==> config.mk <==
export PLATFORM = sky130hd
export DESIGN_NAME = button_mode_and_gun_calibration_top
export DESIGN_NICKNAME = d
export VERILOG_FILES = /design/src/hdl/bmgc_pkg.sv /design/src/hdl/bmgc_alu.sv /design/src/hdl/bmgc_arith.sv /design/src/hdl/button_mode_and_gun_calibration_top.sv
export SDC_FILE = /design/constraint.sdc
export NUM_CORES = 1
export LEC_CHECK = 0
export BUFFER_PORTS_ARGS = -buffer_cell sky130_fd_sc_hd__buf_2
export CORE_AREA = 2 2 178 214
export CTS_CLUSTER_DIAMETER = 50
export CTS_CLUSTER_SIZE = 12
export DETAILED_ROUTE_END_ITERATION = 7
export DIE_AREA = 0 0 180 216
export PLACE_DENSITY = 0.71
export SYNTH_ARGS = -nofsm -noshare
export SYNTH_HDL_FRONTEND = slang
export SYNTH_HIERARCHICAL = 1
export SYNTH_SLANG_ARGS = --single-unit
==> constraint.sdc <==
create_clock -name clk_i -period 8.75 [get_ports clk_i]
set_input_delay 1.75 -clock clk_i [delete_from_list [all_inputs] [get_ports clk_i]]
set_output_delay 1.75 -clock clk_i [all_outputs]
set_load 0.02 [all_outputs]
==> src/hdl/bmgc_pkg.sv <==
// Shared types and constants for the button mode and gun calibration block.
package bmgc_pkg;

  typedef enum logic [1:0] {
    MODE_NORMAL = 2'd0,
    MODE_PRE    = 2'd1,
    MODE_CONFIG = 2'd2,
    MODE_ADJUST = 2'd3
  } mode_e;

  typedef enum logic [2:0] {
    ST_IDLE,
    ST_TICK,
    ST_GO,
    ST_WAIT,
    ST_EMIT
  } ctrl_state_e;

  typedef enum logic {
    AR_IDLE,
    AR_RUN
  } arith_state_e;

  typedef enum logic {
    OP_MUL,
    OP_DIV
  } arith_op_e;

  typedef enum logic [1:0] {
    CFG_CONFIG_HOLD = 2'd0,
    CFG_ADJUST_HOLD = 2'd1,
    CFG_WIDTH       = 2'd2,
    CFG_HEIGHT      = 2'd3
  } cfg_idx_e;

  typedef struct packed {
    logic      start;
    arith_op_e op;
  } arith_req_t;

  typedef struct packed {
    logic busy;
    logic done;
  } arith_rsp_t;

  typedef struct packed {
    logic [9:0] mapped_y;
    logic [9:0] mapped_x;
    logic       normal_service;
    logic       normal_test;
    logic       save_request;
    logic       setting_changed;
    logic [2:0] setting_index;
    mode_e      mode;
  } res_t;

  localparam int unsigned ArithSteps = 16;
  localparam int unsigned StepW      = $clog2(ArithSteps);
  localparam int unsigned NumProfiles = 6;
  localparam int unsigned AdjSamples  = 4;

  localparam logic [7:0]  ConfigHoldRst = 8'd60;
  localparam logic [7:0]  AdjustHoldRst = 8'd180;
  localparam logic [10:0] WidthRst      = 11'd640;
  localparam logic [10:0] HeightRst     = 11'd960;
  localparam logic [15:0] ScaleRst      = 16'h0400;
  localparam logic [15:0] WordMax       = 16'hffff;
  localparam logic [7:0]  CntConfigIdle = 8'd3;
  localparam logic [9:0]  MapMax        = 10'h3ff;

endpackage

==> src/hdl/bmgc_alu.sv <==
// Shared 32-bit add/subtract unit with carry out (borrow on subtract).
module bmgc_alu (
  input  logic [31:0] a_i,
  input  logic [31:0] b_i,
  input  logic        sub_i,
  output logic [32:0] sum_o
);

  always_comb begin
    if (sub_i) begin
      sum_o = {1'b0, a_i} - {1'b0, b_i};
    end else begin
      sum_o = {1'b0, a_i} + {1'b0, b_i};
    end
  end

endmodule

==> src/hdl/bmgc_arith.sv <==
// Sequencer for 16-step shift-add multiply and restoring divide on the shared ALU.
module bmgc_arith
  import bmgc_pkg::*;
(
  input  logic        clk_i,
  input  logic        rst_ni,
  input  arith_req_t  req_i,
  input  logic [15:0] opa_i,
  input  logic [15:0] opb_i,
  output arith_rsp_t  rsp_o,
  output logic [31:0] result_o
);

  arith_state_e     state_q, state_d;
  logic [StepW-1:0] cnt_q, cnt_d;
  logic             done_q, done_d;
  logic [31:0]      acc_q, acc_d;
  logic [15:0]      sh_q, sh_d;
  logic [15:0]      opb_q, opb_d;
  arith_op_e        op_q, op_d;

  logic [31:0] alu_a, alu_b;
  logic        alu_sub;
  logic [32:0] alu_sum;
  logic        qbit;
  logic        last;

  bmgc_alu u_alu (
    .a_i   (alu_a),
    .b_i   (alu_b),
    .sub_i (alu_sub),
    .sum_o (alu_sum)
  );

  assign last = (cnt_q == StepW'(ArithSteps - 1));

  always_comb begin
    state_d = state_q;
    unique case (state_q)
      AR_IDLE: if (req_i.start) state_d = AR_RUN;
      AR_RUN:  if (last) state_d = AR_IDLE;
    endcase
  end

  always_comb begin
    rsp_o.busy = (state_q == AR_RUN);
    rsp_o.done = done_q;
    result_o   = (op_q == OP_MUL) ? acc_q : {16'b0, sh_q};
  end

  always_comb begin
    if (op_q == OP_MUL) begin
      alu_a   = {acc_q[30:0], 1'b0};
      alu_b   = sh_q[15] ? {16'b0, opb_q} : 32'b0;
      alu_sub = 1'b0;
    end else begin
      alu_a   = {15'b0, acc_q[15:0], 1'b0};
      alu_b   = {16'b0, opb_q};
      alu_sub = 1'b1;
    end
  end

  always_comb begin
    qbit = ~alu_sum[32];

    acc_d  = acc_q;
    sh_d   = sh_q;
    opb_d  = opb_q;
    op_d   = op_q;
    cnt_d  = cnt_q;
    done_d = 1'b0;
    if (state_q == AR_IDLE) begin
      if (req_i.start) begin
        op_d  = req_i.op;
        opb_d = opb_i;
        cnt_d = '0;
        acc_d = (req_i.op == OP_DIV) ? {16'b0, opa_i} : 32'b0;
        sh_d  = (req_i.op == OP_MUL) ? opa_i : 16'b0;
      end
    end else begin
      cnt_d  = cnt_q + StepW'(1);
      done_d = last;
      if (op_q == OP_MUL) begin
        acc_d = alu_sum[31:0];
        sh_d  = {sh_q[14:0], 1'b0};
      end else begin
        acc_d = qbit ? {16'b0, alu_sum[15:0]} : {16'b0, alu_a[15:0]};
        sh_d  = {sh_q[14:0], qbit};
      end
    end
  end

  always_ff @(posedge clk_i or negedge rst_ni) begin
    if (!rst_ni) begin
      state_q <= AR_IDLE;
      cnt_q   <= '0;
      done_q  <= 1'b0;
    end else begin
      state_q <= state_d;
      cnt_q   <= cnt_d;
      done_q  <= done_d;
    end
  end

  always_ff @(posedge clk_i) begin
    acc_q <= acc_d;
    sh_q  <= sh_d;
    opb_q <= opb_d;
    op_q  <= op_d;
  end

endmodule

==> src/hdl/button_mode_and_gun_calibration_top.sv <==
// Top level: mode controller for a two-button board with light-gun calibration.
//
// Input stream (s_axis_*): one item per transfer; tuser is the command
// (0 poll tick, 1 map a coordinate pair), tdata carries buttons, trigger
// bytes and the gun x/y. Output stream (m_axis_*): exactly one result per
// item, in order. Config channel (cfg_*): register index and data, always
// ready; write it only while the block is idle.
// A map item, or the tick that completes calibration, runs up to two 16-step
// passes of the shared add/subtract unit (shift-add multiply or restoring
// divide, one per axis); an axis that needs no pass (below base, zero size,
// saturated scale) skips it. Flow: one item at a time; s_axis_tready is
// high only while the sequencer is idle, so a new item is taken only once
// the result of the last one has gone into the output register.
// The output register holds a finished result while the receiver stalls;
// the next item is still taken, but its result waits until the output
// register frees up.
// Reset: normal mode, counters and profile cleared, base words 0, scale
// words 0x0400, registers back to 60/180/640/960.
module button_mode_and_gun_calibration_top
  import bmgc_pkg::*;
(
  input  logic        clk_i,
  input  logic        rst_ni,
  input  logic        s_axis_tvalid,
  output logic        s_axis_tready,
  // service_button, test_button, trigger_low_bits[7:0], trigger_byte[7:0],
  // raw_x[15:0], raw_y[15:0], zero pad
  input  logic [55:0] s_axis_tdata,
  // command
  input  logic        s_axis_tuser,
  output logic        m_axis_tvalid,
  input  logic        m_axis_tready,
  // mode[1:0], setting_index[2:0], setting_changed, save_request,
  // normal_test, normal_service, mapped_x[9:0], mapped_y[9:0], zero pad
  output logic [31:0] m_axis_tdata,
  input  logic        cfg_valid_i,
  output logic        cfg_ready_o,
  input  logic [1:0]  cfg_index_i,
  input  logic [10:0] cfg_data_i
);

  ctrl_state_e state_q, state_d;

  logic [7:0]  cfg_hold_q, adj_hold_q;
  logic [10:0] width_q, height_q;

  mode_e       mode_q;
  logic [7:0]  cnt_q;
  logic [2:0]  prof_q;
  logic [15:0] w_q [4];

  logic        cmd_q, svc_q, tst_q, trig_q;
  logic [15:0] x_q, y_q;

  logic        ax_q;
  arith_op_e   op_q;
  res_t        res_q, out_q;
  logic        out_valid_q;

  // tick logic
  mode_e      mode_n;
  logic [7:0] cnt_n, hold_inc, adj_s;
  logic [2:0] prof_n;
  logic [3:0] prof_inc, adj_hi;
  logic       chg, save, adj_enter, take_pt, calib_done;

  // per-axis logic
  logic [10:0] size_ax, size_m1;
  logic [15:0] base_ax, top_ax, v_ax, span, diff, div_val;
  logic [9:0]  limit, map_val;
  logic        div_skip, map_skip, skip, is_div, over;

  arith_req_t  arith_req;
  arith_rsp_t  arith_rsp;
  logic [15:0] arith_opa, arith_opb;
  logic [31:0] arith_res;

  logic accept, out_free, load_out, axis_wr, tick_en;

  assign accept   = s_axis_tvalid && s_axis_tready;
  assign out_free = !out_valid_q || m_axis_tready;
  assign cfg_ready_o = 1'b1;

  always_comb begin
    mode_n     = mode_q;
    cnt_n      = cnt_q;
    prof_n     = prof_q;
    chg        = 1'b0;
    save       = 1'b0;
    adj_enter  = 1'b0;
    take_pt    = 1'b0;
    calib_done = 1'b0;
    hold_inc   = cnt_q + 8'd1;
    prof_inc   = {1'b0, prof_q} + 4'd1;
    adj_s      = {cnt_q[7:4], cnt_q[2:0], trig_q};
    adj_hi     = cnt_q[7:4] + 4'd1;
    if (!cmd_q) begin
      unique case (mode_q)
        MODE_NORMAL: begin
          if (svc_q && tst_q) begin
            cnt_n = hold_inc;
            if (hold_inc >= cfg_hold_q) mode_n = MODE_PRE;
          end else begin
            cnt_n = 8'd0;
          end
        end
        MODE_PRE: begin
          if (svc_q && tst_q) begin
            cnt_n = hold_inc;
            if (hold_inc >= adj_hold_q) begin
              mode_n    = MODE_ADJUST;
              cnt_n     = 8'd0;
              adj_enter = 1'b1;
            end
          end else begin
            cnt_n  = CntConfigIdle;
            mode_n = MODE_CONFIG;
          end
        end
        MODE_CONFIG: begin
          if (!cnt_q[1] && svc_q) begin
            mode_n = MODE_NORMAL;
            save   = 1'b1;
          end else if (!cnt_q[0] && tst_q) begin
            prof_n = (prof_inc >= 4'(NumProfiles)) ? 3'd0 : prof_inc[2:0];
            chg    = 1'b1;
          end
          cnt_n = {6'b0, svc_q, tst_q};
        end
        MODE_ADJUST: begin
          cnt_n = adj_s;
          if (adj_s[3:0] == 4'b0001) begin
            take_pt = 1'b1;
            cnt_n   = {adj_hi, adj_s[3:0]};
            if (adj_hi >= 4'(AdjSamples)) begin
              mode_n     = MODE_NORMAL;
              cnt_n      = 8'd0;
              save       = 1'b1;
              calib_done = 1'b1;
            end
          end
        end
      endcase
    end
  end

  always_comb begin
    size_ax  = ax_q ? height_q : width_q;
    base_ax  = ax_q ? w_q[1] : w_q[0];
    top_ax   = ax_q ? w_q[3] : w_q[2];
    v_ax     = ax_q ? y_q : x_q;
    is_div   = (op_q == OP_DIV);
    span     = top_ax - base_ax;
    div_skip = (top_ax < base_ax) || (span == 16'd0) || ({5'b0, size_ax} >= span);
    div_val  = div_skip ? WordMax : arith_res[15:0];
    map_skip = (size_ax == 11'd0) || (v_ax < base_ax);
    diff     = v_ax - base_ax;
    size_m1  = size_ax - 11'd1;
    limit    = (size_m1 > {1'b0, MapMax}) ? MapMax : size_m1[9:0];
    over     = arith_res > {6'b0, limit, 16'b0};
    if (map_skip) begin
      map_val = 10'd0;
    end else if (over) begin
      map_val = limit;
    end else begin
      map_val = arith_res[25:16];
    end
    skip      = is_div ? div_skip : map_skip;
    arith_opa = is_div ? {5'b0, size_ax} : diff;
    arith_opb = is_div ? span : top_ax;
  end

  bmgc_arith u_arith (
    .clk_i    (clk_i),
    .rst_ni   (rst_ni),
    .req_i    (arith_req),
    .opa_i    (arith_opa),
    .opb_i    (arith_opb),
    .rsp_o    (arith_rsp),
    .result_o (arith_res)
  );

  always_comb begin
    state_d = state_q;
    unique case (state_q)
      ST_IDLE: if (accept) state_d = ST_TICK;
      ST_TICK: state_d = (cmd_q || calib_done) ? ST_GO : ST_EMIT;
      ST_GO: begin
        if (skip) state_d = ax_q ? ST_EMIT : ST_GO;
        else      state_d = ST_WAIT;
      end
      ST_WAIT: if (arith_rsp.done) state_d = ax_q ? ST_EMIT : ST_GO;
      ST_EMIT: if (out_free) state_d = ST_IDLE;
      default: state_d = ST_IDLE;
    endcase
  end

  always_comb begin
    s_axis_tready   = (state_q == ST_IDLE);
    tick_en         = (state_q == ST_TICK);
    arith_req.start = (state_q == ST_GO) && !skip;
    arith_req.op    = op_q;
    axis_wr         = ((state_q == ST_GO) && skip) ||
                      ((state_q == ST_WAIT) && arith_rsp.done);
    load_out        = (state_q == ST_EMIT) && out_free;
  end

  always_ff @(posedge clk_i or negedge rst_ni) begin
    if (!rst_ni) begin
      state_q     <= ST_IDLE;
      cfg_hold_q  <= ConfigHoldRst;
      adj_hold_q  <= AdjustHoldRst;
      width_q     <= WidthRst;
      height_q    <= HeightRst;
      mode_q      <= MODE_NORMAL;
      cnt_q       <= 8'd0;
      prof_q      <= 3'd0;
      w_q[0]      <= 16'd0;
      w_q[1]      <= 16'd0;
      w_q[2]      <= ScaleRst;
      w_q[3]      <= ScaleRst;
      ax_q        <= 1'b0;
      op_q        <= OP_MUL;
      out_valid_q <= 1'b0;
    end else begin
      state_q <= state_d;
      if (cfg_valid_i && cfg_ready_o) begin
        unique case (cfg_index_i)
          CFG_CONFIG_HOLD: cfg_hold_q <= cfg_data_i[7:0];
          CFG_ADJUST_HOLD: adj_hold_q <= cfg_data_i[7:0];
          CFG_WIDTH:       width_q    <= cfg_data_i;
          CFG_HEIGHT:      height_q   <= cfg_data_i;
        endcase
      end
      if (tick_en) begin
        mode_q <= mode_n;
        cnt_q  <= cnt_n;
        prof_q <= prof_n;
        ax_q   <= 1'b0;
        op_q   <= cmd_q ? OP_MUL : OP_DIV;
        if (adj_enter) begin
          w_q[0] <= WordMax;
          w_q[1] <= WordMax;
          w_q[2] <= 16'd0;
          w_q[3] <= 16'd0;
        end else if (take_pt) begin
          if (x_q < w_q[0]) w_q[0] <= x_q;
          if (y_q < w_q[1]) w_q[1] <= y_q;
          if (w_q[2] < x_q) w_q[2] <= x_q;
          if (w_q[3] < y_q) w_q[3] <= y_q;
        end
      end
      if (axis_wr) begin
        ax_q <= 1'b1;
        if (is_div) begin
          if (ax_q) w_q[3] <= div_val;
          else      w_q[2] <= div_val;
        end
      end
      if (load_out) begin
        out_valid_q <= 1'b1;
      end else if (m_axis_tready) begin
        out_valid_q <= 1'b0;
      end
    end
  end

  always_ff @(posedge clk_i) begin
    if (accept) begin
      cmd_q  <= s_axis_tuser;
      svc_q  <= s_axis_tdata[0];
      tst_q  <= s_axis_tdata[1];
      trig_q <= (s_axis_tdata[3:2] != 2'b0) || (s_axis_tdata[17:10] != 8'd0);
      x_q    <= s_axis_tdata[33:18];
      y_q    <= s_axis_tdata[49:34];
    end
    if (tick_en) begin
      res_q.mode            <= mode_n;
      res_q.setting_index   <= prof_n;
      res_q.setting_changed <= chg;
      res_q.save_request    <= save;
      res_q.normal_test     <= (mode_n == MODE_NORMAL) && tst_q;
      res_q.normal_service  <= (mode_n == MODE_NORMAL) && svc_q;
      res_q.mapped_x        <= 10'd0;
      res_q.mapped_y        <= 10'd0;
    end
    if (axis_wr && !is_div) begin
      if (ax_q) res_q.mapped_y <= map_val;
      else      res_q.mapped_x <= map_val;
    end
    if (load_out) begin
      out_q <= res_q;
    end
  end

  assign m_axis_tvalid = out_valid_q;
  assign m_axis_tdata  = {3'b0, out_q.mapped_y, out_q.mapped_x, out_q.normal_service,
                          out_q.normal_test, out_q.save_request, out_q.setting_changed,
                          out_q.setting_index, out_q.mode};

  a_ready_idle_unit: assert property (@(posedge clk_i) disable iff (!rst_ni)
    s_axis_tready |-> !arith_rsp.busy)
    else $error("input ready while arithmetic unit busy");

  a_prof_range: assert property (@(posedge clk_i) disable iff (!rst_ni)
    {1'b0, prof_q} < 4'(NumProfiles))
    else $error("profile index out of range");

  a_done_in_wait: assert property (@(posedge clk_i) disable iff (!rst_ni)
    arith_rsp.done |-> (state_q == ST_WAIT))
    else $error("arithmetic done outside wait state");

  a_config_cnt: assert property (@(posedge clk_i) disable iff (!rst_ni)
    (mode_q == MODE_CONFIG) |-> (cnt_q[7:2] == 6'd0))
    else $error("config mode button history corrupted");

endmodule
==> run metrics, run 1 <==
period utilization 0.734; GRT Util Overall 0.250; # hold bufs at CTS 0; share of post-route cells with drive strength above 1 0.156; Worst-path clk slew 60 ps; die height 216 um; DR pass1 iterations 5; max_cap viols 0; vias in the first global route 15407; Initial Util 0.545; synth warn 6; vias 15674; Slew @ Worst Pin 1090 ps; pre-CTS WS 2390 ps; WP data required 9030 ps; WL final 49400 um; class of the tightest hold or removal check flip-flop to flip-flop; drt wl/cell 18.8 um; critical path's most frequent cell nor2_1; clk_lat worst skew 540 ps; max-slew violations 0; clk sinks 286; row cnt 77; GP Congestion 0.954; initial antenna violation count 0; CP peak stage delay 720 ps; Final setup viols 0; Syn Area/Cell 9.92 um^2; Buffers on Ports 93; Post-Route Setup TNS 0 ps; # IOs 110; Vias/cell 5.97; VDD IR-drop max 0.185 mV; CTS tree built; Routed Antenna Nets 0; area post-placement 21000 um^2; min cycle time layout 6420 ps; Total Die Area 38900 um^2; postcts setup bufs 0; Hold Violations, Final 0; Filler cells 3032; CP startpoint kind flip-flop; clk buf depth 3; fmax 156 MHz; pin count of the biggest net entering global routing 70; synthesized area 20000 um^2; CP max-delay cell nor2_1; Max FO, Critical Path 16; clock skew 18.5 ps; DP HPWL 36800 um; worst-path cell chain nor2_1 > and2b_1 > nor4_1 > nor4b_2 > nand2b_1 > nor2_1 > nor2_1 > xnor2_1 > ha_1 > a21oi_1 > o221ai_1 > a21oi_1 > o21ai_0 > a31oi_1 > mux2i_1 > nand2_4 > mux2_4 > a22o_1; status complete, no violations; post-route cell area 22100 um^2; Core Box Area 36700 um^2; first-pass GRT wire length 79300 um; Final Net Count 2372; WS Path Type flip-flop to flip-flop; H-tree lvl count 2; worst setup margin 2330 ps; WP buf/inv 0; Worst Setup End Kind flip-flop; Layout area overhead 10.4%; Max-slew headroom 0.255; RSZ-0062 raised after global routing no; Post-Syn Instances 2015; CP top delay family simple AND/OR/NAND/NOR gates; CTS resizes 0; DRC violations left 0; Iter 0 DRT Violations 1008; Die X 180 um; Root Buffer Master clkbuf_16; Leak 9.96 nW; Crit path arrival time 6700 ps; Antenna diodes 0; PD cells 367 nW/um^2; total grt overflow 0; CTS Buf Count 35
registers in the layout, summed over array words and instances, names as in the netlist, 2 cells and up:
signal         count
state_q            3
cnt_q              8
m_axis_tdata      29
u_arith/sh_q      16
cfg_hold_q         8
height_q          11
prof_q             3
mode_q             2
u_arith/acc_q     32
adj_hold_q         8
u_arith/cnt_q      4
u_arith/opb_q     16
w_q               64
width_q           11
y_q               16
res_q             29
x_q               16
area by class of cell:
cell class	count	area [um^2]	share of cell area
clock inverter	16	173	0.00782
multi-input combinational	1564	11500	0.522
clock buffer	48	945	0.0428
inverter	131	492	0.0223
timing repair buffer	107	573	0.0260
tap	474	593	0.0269
sequential	286	7780	0.352
path summary, 6_finish.rpt:
check / from / to / slack [ps] / depth (start not counted)
min in group asynchronous: rst_ni / w_q[48]$_DFFE_PN0P_ / 1060 / 1
max: u_arith/op_q$_DFFE_PP_ / u_arith/acc_q[8]$_DFFE_PP_ / 2330 / 18
min reg2reg: res_q[7]$_DFFE_PP_ / m_axis_tdata[7]$_DFFE_PP_ / 420 / 0
max reg2reg: u_arith/op_q$_DFFE_PP_ / u_arith/acc_q[8]$_DFFE_PP_ / 2330 / 18
min: res_q[7]$_DFFE_PP_ / m_axis_tdata[7]$_DFFE_PP_ / 420 / 0
max in group asynchronous: rst_ni / prof_q[2]$_DFFE_PN0P_ / 5930 / 3
cells in the final DEF, fill, tap and decap left out, types with 26 or more instances in the layout:
cell and count:
buf_2 92, clkbuf_16 35, inv_1 128, a31oi_1 26, xnor2_1 63, mux2i_1 43
nor2b_1 38, and2_1 29, a21oi_1 135, nor2_1 120, a2bb2oi_1 29, edfxtp_1 139
nor3_1 37, mux2_2 114, and3_1 47, nand2_1 148, dfrtp_1 109, conb_1 49
o21ai_0 92, xor2_1 28, a22o_1 37, ha_1 169, a21o_1 72, nand2b_1 27
stage by stage:
| step | power, mW | std cells | hold slack (ps) | util |
|---|---|---|---|---|
| global route | 8.69 | 2626 | 425 | 0.602 |
| floorplan | 5.55 | 2061 | 400 | - |
| finish | 8.09 | 2626 | 416 | 0.602 |
| detailed placement | 6.61 | 2562 | 405 | 0.571 |
| CTS | 8.05 | 2626 | 419 | 0.602 |
| global placement | 6.48 | 2562 | 403 | 0.571 |
per-layer routing:
metal / track usage / up-vias / share of wire
met5: 0 / - / 0
met3: 0.0319 / 94 / 0.045
met4: 0.0894 / 0 / 0.030
li1: - / 7575 / -
met2: 0.434 / 408 / 0.49
met1: 0.321 / 7597 / 0.43
power by group:
part	internal [mW]	switching [mW]	total [mW]	leakage, nW
sequential	1.94	0.333	2.28	3.09
clock	0.806	0.599	1.41	0.541
combinational	1.88	2.53	4.41	6.33
total	4.63	3.46	8.09	9.96
worst reg2reg max path: cells and delay by family, from the launching register on:
kind | cells | cell delay (ps)
and+or+nand+nor | 8 | 2920
AOI/OAI and AO/OA | 6 | 1320
muxes | 2 | 1020
DFF | 1 | 380
adders and majority gates | 1 | 320
xor gates and xnor gates | 1 | 180
Power figures use the tool's default switching activity.
==> run 2, diff against run 1 <==
--- a/config.mk
+++ b/config.mk
@@ -11,7 +11,7 @@
 export CTS_CLUSTER_SIZE = 12
 export DETAILED_ROUTE_END_ITERATION = 7
 export DIE_AREA = 0 0 180 216
-export PLACE_DENSITY = 0.71
+export PLACE_DENSITY = 0.74
 export SYNTH_ARGS = -nofsm -noshare
 export SYNTH_HDL_FRONTEND = slang
 export SYNTH_HIERARCHICAL = 1
==> constraint.sdc (replaced) <==
create_clock -name clk_i -period 5.2 [get_ports clk_i]
set_input_delay 1.04 -clock clk_i [delete_from_list [all_inputs] [get_ports clk_i]]
set_output_delay 1.04 -clock clk_i [all_outputs]
set_load 0.02 [all_outputs]
==> run metrics, run 2 (same netlist as run 1, synthesis figures left out) <==
status complete, no violations (unchanged); Hold Startpoint res_q[4]$_DFFE_PP_ (was res_q[7]$_DFFE_PP_); Leak 10.4 nW (was 9.96 nW); class of the tightest hold or removal check flip-flop to flip-flop (unchanged); max_cap viols 0 (unchanged); clock skew 23.7 ps (was 18.5 ps); Max-slew headroom 0.226 (was 0.255); sw frac 0.422 (was 0.428); overall power 14.3 mW (was 8.09 mW); commonest non-fill, non-tap cells in the layout ha_1, nand2_1, edfxtp_1 (unchanged); met3 WL 2500 um (was 2200 um); clk sinks 286 (unchanged); # IOs 110 (unchanged); met1 WL 21600 um (was 21300 um); Initial Util 0.545 (unchanged); commonest non-fill, non-tap cell in the layout ha_1 (unchanged); hold-critical path depth 0 (unchanged); Worst Setup End Kind flip-flop (unchanged); Die X 180 um (unchanged); vias 16187 (was 15674); Clk pwr share 0.174 (about the same); total grt overflow 0 (unchanged); Total Die Area 38900 um^2 (unchanged); die height 216 um (unchanged); WP data required 5630 ps (was 9030 ps); Routed Antenna Nets 0 (unchanged); Final setup viols 0 (unchanged); Buffers on Ports 93 (unchanged); P_int 8.26 mW (was 4.63 mW); Layout area overhead 14.4% (was 10.4%); CTS Buf Count 36 (was 35); largest reg by FF count w_q (unchanged); area post-placement 21500 um^2 (was 21000 um^2); CP peak stage delay 530 ps (was 720 ps); switching power 6.03 mW (was 3.46 mW); vias in the first global route 16207 (was 15407); Iter 0 DRT Violations 1425 (was 1008); max FFs per register 64 (unchanged); Final Net Count 2438 (was 2372); clk_lat worst skew 540 ps (about the same); Antenna diodes 0 (unchanged); min cycle time layout 5030 ps (was 6420 ps); first-pass GRT wire length 82800 um (was 79300 um); Hold Path Sink m_axis_tdata[4]$_DFFE_PP_ (was m_axis_tdata[7]$_DFFE_PP_); Seq pwr share 0.266 (was 0.281); DRC violations left 0 (unchanged); WS Path Type flip-flop to flip-flop (unchanged); Reg-to-Reg End res_q[9]$_DFF_P_ (was u_arith/acc_q[8]$_DFFE_PP_); # hold bufs at CTS 0 (unchanged); top routing layer used met4 (unchanged); VDD IR-drop max 0.305 mV (was 0.185 mV); pin count of the biggest net entering global routing 70 (unchanged); flop2flop setup slack 170 ps (was 2330 ps); PD cells 625 nW/um^2 (was 367 nW/um^2); row cnt 77 (unchanged); Hold Violations, Final 0 (unchanged); worst-path cell chain buf_4 > mux2i_2 > ha_1 > or4_1 > nor2_1 > and3b_1 > a31oi_1 > and2_1 > ha_1 > nand4_1 > nor4_1 > nand3_1 > o32ai_2 > o21ai_0 > buf_4 > mux2_2 > a22o_1 (was nor2_1 > and2b_1 > nor4_1 > nor4b_2 > nand2b_1 > nor2_1 > nor2_1 > xnor2_1 > ha_1 > a21oi_1 > o221ai_1 > a21oi_1 > o21ai_0 > a31oi_1 > mux2i_1 > nand2_4 > mux2_4 > a22o_1); Max FO, Critical Path 10 (was 16); GRT Util Overall 0.262 (was 0.250); Slew @ Worst Pin 1160 ps (was 1090 ps); H-tree lvl count 2 (unchanged); drt wl/cell 19.5 um (was 18.8 um); Worst-path clk slew 60 ps (about the same); DR pass1 iterations 5 (unchanged); Reg2Reg Launch Point ax_q$_DFFE_PN0P_ (was u_arith/op_q$_DFFE_PP_); CP max-delay cell dfrtp_4 (was nor2_1); met2 WL 25800 um (was 24300 um); post-route cell area 22900 um^2 (was 22100 um^2); clk buf depth 3 (unchanged); initial antenna violation count 0 (unchanged); WL final 52400 um (was 49400 um); DP HPWL 38500 um (was 36800 um); GP Congestion 0.918 (was 0.954); power share of the combinational group 0.560 (was 0.545); Core Box Area 36700 um^2 (unchanged); fmax 199 MHz (was 156 MHz); Vias/cell 6.01 (was 5.97); largest registers w_q: 64 flops, u_arith/acc_q: 32 flops (unchanged); Root Buffer Master clkbuf_16 (unchanged); CTS tree built (unchanged); r2r worst-path depth 17 (was 18); CP startpoint kind flip-flop (unchanged); max-slew violations 0 (unchanged); period utilization 0.967 (was 0.734); Crit path arrival time 5460 ps (was 6700 ps); share of post-route cells with drive strength above 1 0.195 (was 0.156)
[run 2: critical path, delay by kind of cell (launching register included)]
kind / cells / cell delay [ps]
adders and majority gates: 2 / 630
buffers and inverters: 2 / 440
muxes: 2 / 730
and+or+nand+nor: 7 / 1840
DFF: 1 / 530
AOI/OAI and AO/OA: 4 / 750
[run 2: per-layer routing]
| metal | up-vias | global-route usage |
|---|---|---|
| met5 | - | 0 |
| met3 | 141 | 0.0317 |
| met2 | 506 | 0.454 |
| met1 | 7822 | 0.326 |
| li1 | 7718 | - |
| met4 | 0 | 0.126 |
[run 2: how the worst max path moves through the flow]
stage / start / endpoint / slack [ps] / cells after the start
2_1_floorplan: ax_q$_DFFE_PN0P_ / u_arith/acc_q[0]$_DFFE_PP_ / -250 / 23
3_3_place_gp: u_arith/op_q$_DFFE_PP_ / u_arith/acc_q[15]$_DFFE_PP_ / 80 / 20
3_5_place_dp: u_arith/op_q$_DFFE_PP_ / u_arith/acc_q[15]$_DFFE_PP_ / -90 / 20
4_1_cts: u_arith/op_q$_DFFE_PP_ / u_arith/acc_q[15]$_DFFE_PP_ / 20 / 20
5_1_grt: u_arith/sh_q[15]$_DFFE_PP_ / u_arith/acc_q[11]$_DFFE_PP_ / -50 / 20
6_report: ax_q$_DFFE_PN0P_ / res_q[9]$_DFF_P_ / 170 / 17
[run 2: layout make-up]
type	instances	area, um^2
timing repair buffer	171	1110
clock buffer	49	1010
multi-input combinational	1565	11700
sequential	286	7780
clock inverter	16	180
fill	2962	13800
tap	474	593
inverter	131	495
[run 2: timing repair]
item,CTS,global route
gates cloned,0,2
pin swaps,0,11
endpoints found under the setup margin,15,101
setup buffers,0,9
resized for setup,3,28
[run 2: metrics by stage]
stage,utilization,worst slack (ps),hold WS [ps],TNS (ps),std cells
floorplan,-,-253,400,-12160,2061
global placement,0.584,77.0,404,0,2616
detailed placement,0.584,-93.0,405,-931,2616
CTS,0.617,19.3,414,0,2681
global route,0.623,-47.2,414,-361,2692
finish,0.623,174,410,0,2692
[run 2: power by group through the flow]
stage,combinational (mW),clock [mW],sequential [mW]
3_5_place_dp,7.68,0,3.82
4_1_cts,7.77,2.53,3.79
3_3_place_gp,7.44,0,3.79
2_1_floorplan,5.81,0,3.62
6_report,8.01,2.49,3.80
5_1_grt,8.81,2.62,3.87
==> run 3, diff against run 2 <==
--- a/config.mk
+++ b/config.mk
@@ -5,12 +5,13 @@
 export SDC_FILE = /design/constraint.sdc
 export NUM_CORES = 1
 export LEC_CHECK = 0
+export ABC_AREA = 1
 export BUFFER_PORTS_ARGS = -buffer_cell sky130_fd_sc_hd__buf_2
-export CORE_AREA = 2 2 178 214
+export CORE_AREA = 2 2 188 227
 export CTS_CLUSTER_DIAMETER = 50
 export CTS_CLUSTER_SIZE = 12
 export DETAILED_ROUTE_END_ITERATION = 7
-export DIE_AREA = 0 0 180 216
+export DIE_AREA = 0 0 190 229
 export PLACE_DENSITY = 0.74
 export SYNTH_ARGS = -nofsm -noshare
 export SYNTH_HDL_FRONTEND = slang
==> run metrics, run 3 <==
status complete, no violations (unchanged); Vias/cell 5.36 (was 6.01); clk buf depth 3 (unchanged); DRC violations left 0 (unchanged); Layout area overhead 10.4% (was 14.4%); Post-Syn Instances 3289 (was 2015); RSZ-0062 raised after global routing no; vias 21349 (was 16187); max_cap viols 0 (unchanged); PD cells 220 nW/um^2 (was 625 nW/um^2); Reg2Reg Launch Point ax_q$_DFFE_PN0P_ (unchanged); VDD IR-drop max 0.275 mV (was 0.305 mV); Root Buffer Master clkbuf_16 (unchanged); die height 229 um (was 216 um); DR pass1 iterations 6 (was 5); register area 7780 um^2 (about the same); CP startpoint kind flip-flop (unchanged); Reg-to-Reg End u_arith/acc_q[18]$_SDFFCE_PP0P_ (was res_q[9]$_DFF_P_); period utilization 0.925 (was 0.967); Syn Area/Cell 6.83 um^2 (was 9.92 um^2); Max FO, Critical Path 37 (was 10); largest registers w_q: 64 flops, u_arith/acc_q: 32 flops (unchanged); Die X 190 um (was 180 um); drt wl/cell 16.5 um (was 19.5 um); Layout Cells excl Fill 3982 (was 2692); Worst Setup End Kind flip-flop (unchanged); max FFs per register 64 (unchanged); clk_lat worst skew 560 ps (was 540 ps); Buffers on Ports 93 (unchanged); vias in the first global route 20525 (was 16207); initial antenna violation count 1 (was 0); Filler cells 3892 (was 2962); Core Box Area 41300 um^2 (was 36700 um^2); min cycle time layout 4810 ps (was 5030 ps); Initial Util 0.543 (was 0.545); Post-Route Setup TNS 0 ps (unchanged); WP data required 5440 ps (was 5630 ps); GRT Util Overall 0.304 (was 0.262); Routed Antenna Nets 0 (unchanged); row cnt 82 (was 77); commonest non-fill, non-tap cell in the layout nand2_1 (was ha_1); Hold Path Sink m_axis_tdata[6]$_DFFE_PP_ (was m_axis_tdata[4]$_DFFE_PP_); max-slew violations 0 (unchanged); flop2flop setup slack 390 ps (was 170 ps); Final Net Count 3653 (was 2438); CTS Buf Count 37 (was 36); overall power 5.45 mW (was 14.3 mW); CP max-delay cell o21ai_0 (was dfrtp_4); postcts setup bufs 0 (unchanged); GP Congestion 0.954 (was 0.918); WS Path Type flip-flop to flip-flop (unchanged); critical path's most frequent cell nand2_1; placed cells 3913 (was 2616); Hold Violations, Final 0 (unchanged); first-pass GRT wire length 105000 um (was 82800 um); Hold WS 412 ps (was 410 ps); DP HPWL 51100 um (was 38500 um); class of the tightest hold or removal check flip-flop to flip-flop (unchanged); Iter 0 DRT Violations 1587 (was 1425); Total Die Area 43500 um^2 (was 38900 um^2); WL final 65700 um (was 52400 um); # IOs 110 (unchanged); CP peak stage delay 610 ps (was 530 ps); Slew @ Worst Pin 1280 ps (was 1160 ps); Max-slew headroom 0.143 (was 0.226); H-tree lvl count 2 (unchanged); hold-critical path depth 0 (unchanged); Worst-path clk slew 60 ps (about the same); pin count of the biggest net entering global routing 79 (was 70); r2r worst-path depth 28 (was 17); clk sinks 286 (unchanged); Leak 13.2 nW (was 10.4 nW); share of post-route cells with drive strength above 1 0.0844 (was 0.195); Final setup viols 0 (unchanged); largest reg by FF count w_q (unchanged); commonest non-fill, non-tap cells in the layout nand2_1, inv_1, nand3_1 (was ha_1, nand2_1, edfxtp_1); Hold Startpoint res_q[6]$_SDFFCE_PP0P_ (was res_q[4]$_DFFE_PP_); synth warn 6 (unchanged); fmax 208 MHz (was 199 MHz); CTS tree built (unchanged); total grt overflow 0 (unchanged); multi-input logic area 12300 um^2 (was 11700 um^2); Crit path arrival time 5050 ps (was 5460 ps); clock skew 16.3 ps (was 23.7 ps); synthesized area 22500 um^2 (was 20000 um^2)
run 3: where the power goes:
| part | switching [mW] | total, mW | internal, mW |
|---|---|---|---|
| registers | 0.0277 | 2.45 | 2.42 |
| clock network | 1.07 | 2.52 | 1.45 |
| logic | 0.326 | 0.486 | 0.160 |
| total | 1.42 | 5.45 | 4.03 |
run 3: repair_timing:
| action | 4_1_cts | 5_1_grt |
|---|---|---|
| hold buffers | 0 | 0 |
| gates resized for setup | 0 | 2 |
| setup endpoints to repair | 0 | 20 |
run 3: area by class of cell:
type | instances | share of cell area
clock inverters | 18 | 0.00717
flip-flops and latches | 286 | 0.314
repair buffers | 131 | 0.0319
diodes | 1 | 0.000101
multi-input cells | 2393 | 0.495
well taps | 546 | 0.0276
inverters | 557 | 0.0844
clock buffers | 50 | 0.0406
run 3: worst max-delay path by stage:
stage                     slack (ps)                              end        startpoint  cells after the start
after detailed placement          90                res_q[25]$_DFF_P_  ax_q$_DFFE_PN0P_                     33
final                            390  u_arith/acc_q[18]$_SDFFCE_PP0P_  ax_q$_DFFE_PN0P_                     28
after floorplan                   40       u_arith/acc_q[0]$_DFFE_PP_  ax_q$_DFFE_PN0P_                     32
after CTS                         70                res_q[25]$_DFF_P_  ax_q$_DFFE_PN0P_                     33
after global routing              20                res_q[25]$_DFF_P_  ax_q$_DFFE_PN0P_                     31
after global placement           260                res_q[26]$_DFF_P_  ax_q$_DFFE_PN0P_                     31
run 3: through the flow:
stage	setup slack [ps]	instance area, um^2	util
2_1_floorplan	35.8	22600	-
3_3_place_gp	259	23600	0.571
3_5_place_dp	93.2	23600	0.571
4_1_cts	65.2	24800	0.599
5_1_grt	17.4	24800	0.599
6_report	389	24800	0.599
run 3: worst max-delay path: cells and delay by family (launching register included):
family	cells	cell delay [ps]
and+or+nand+nor	17	1300
DFF	1	600
adders and majority gates	3	1010
buffers and inverters	6	800
AOI/OAI and AO/OA	2	730
run 3: routing by layer:
| metal | wire length, um | GRT usage | vias up | part of all wire |
|---|---|---|---|---|
| li1 | - | - | 10678 | - |
| met1 | 26200 | 0.363 | 9795 | 0.40 |
| met2 | 31500 | 0.521 | 683 | 0.48 |
| met3 | 3490 | 0.0343 | 193 | 0.053 |
| met4 | 4480 | 0.188 | 0 | 0.068 |
| met5 | 0 | 0 | - | 0 |
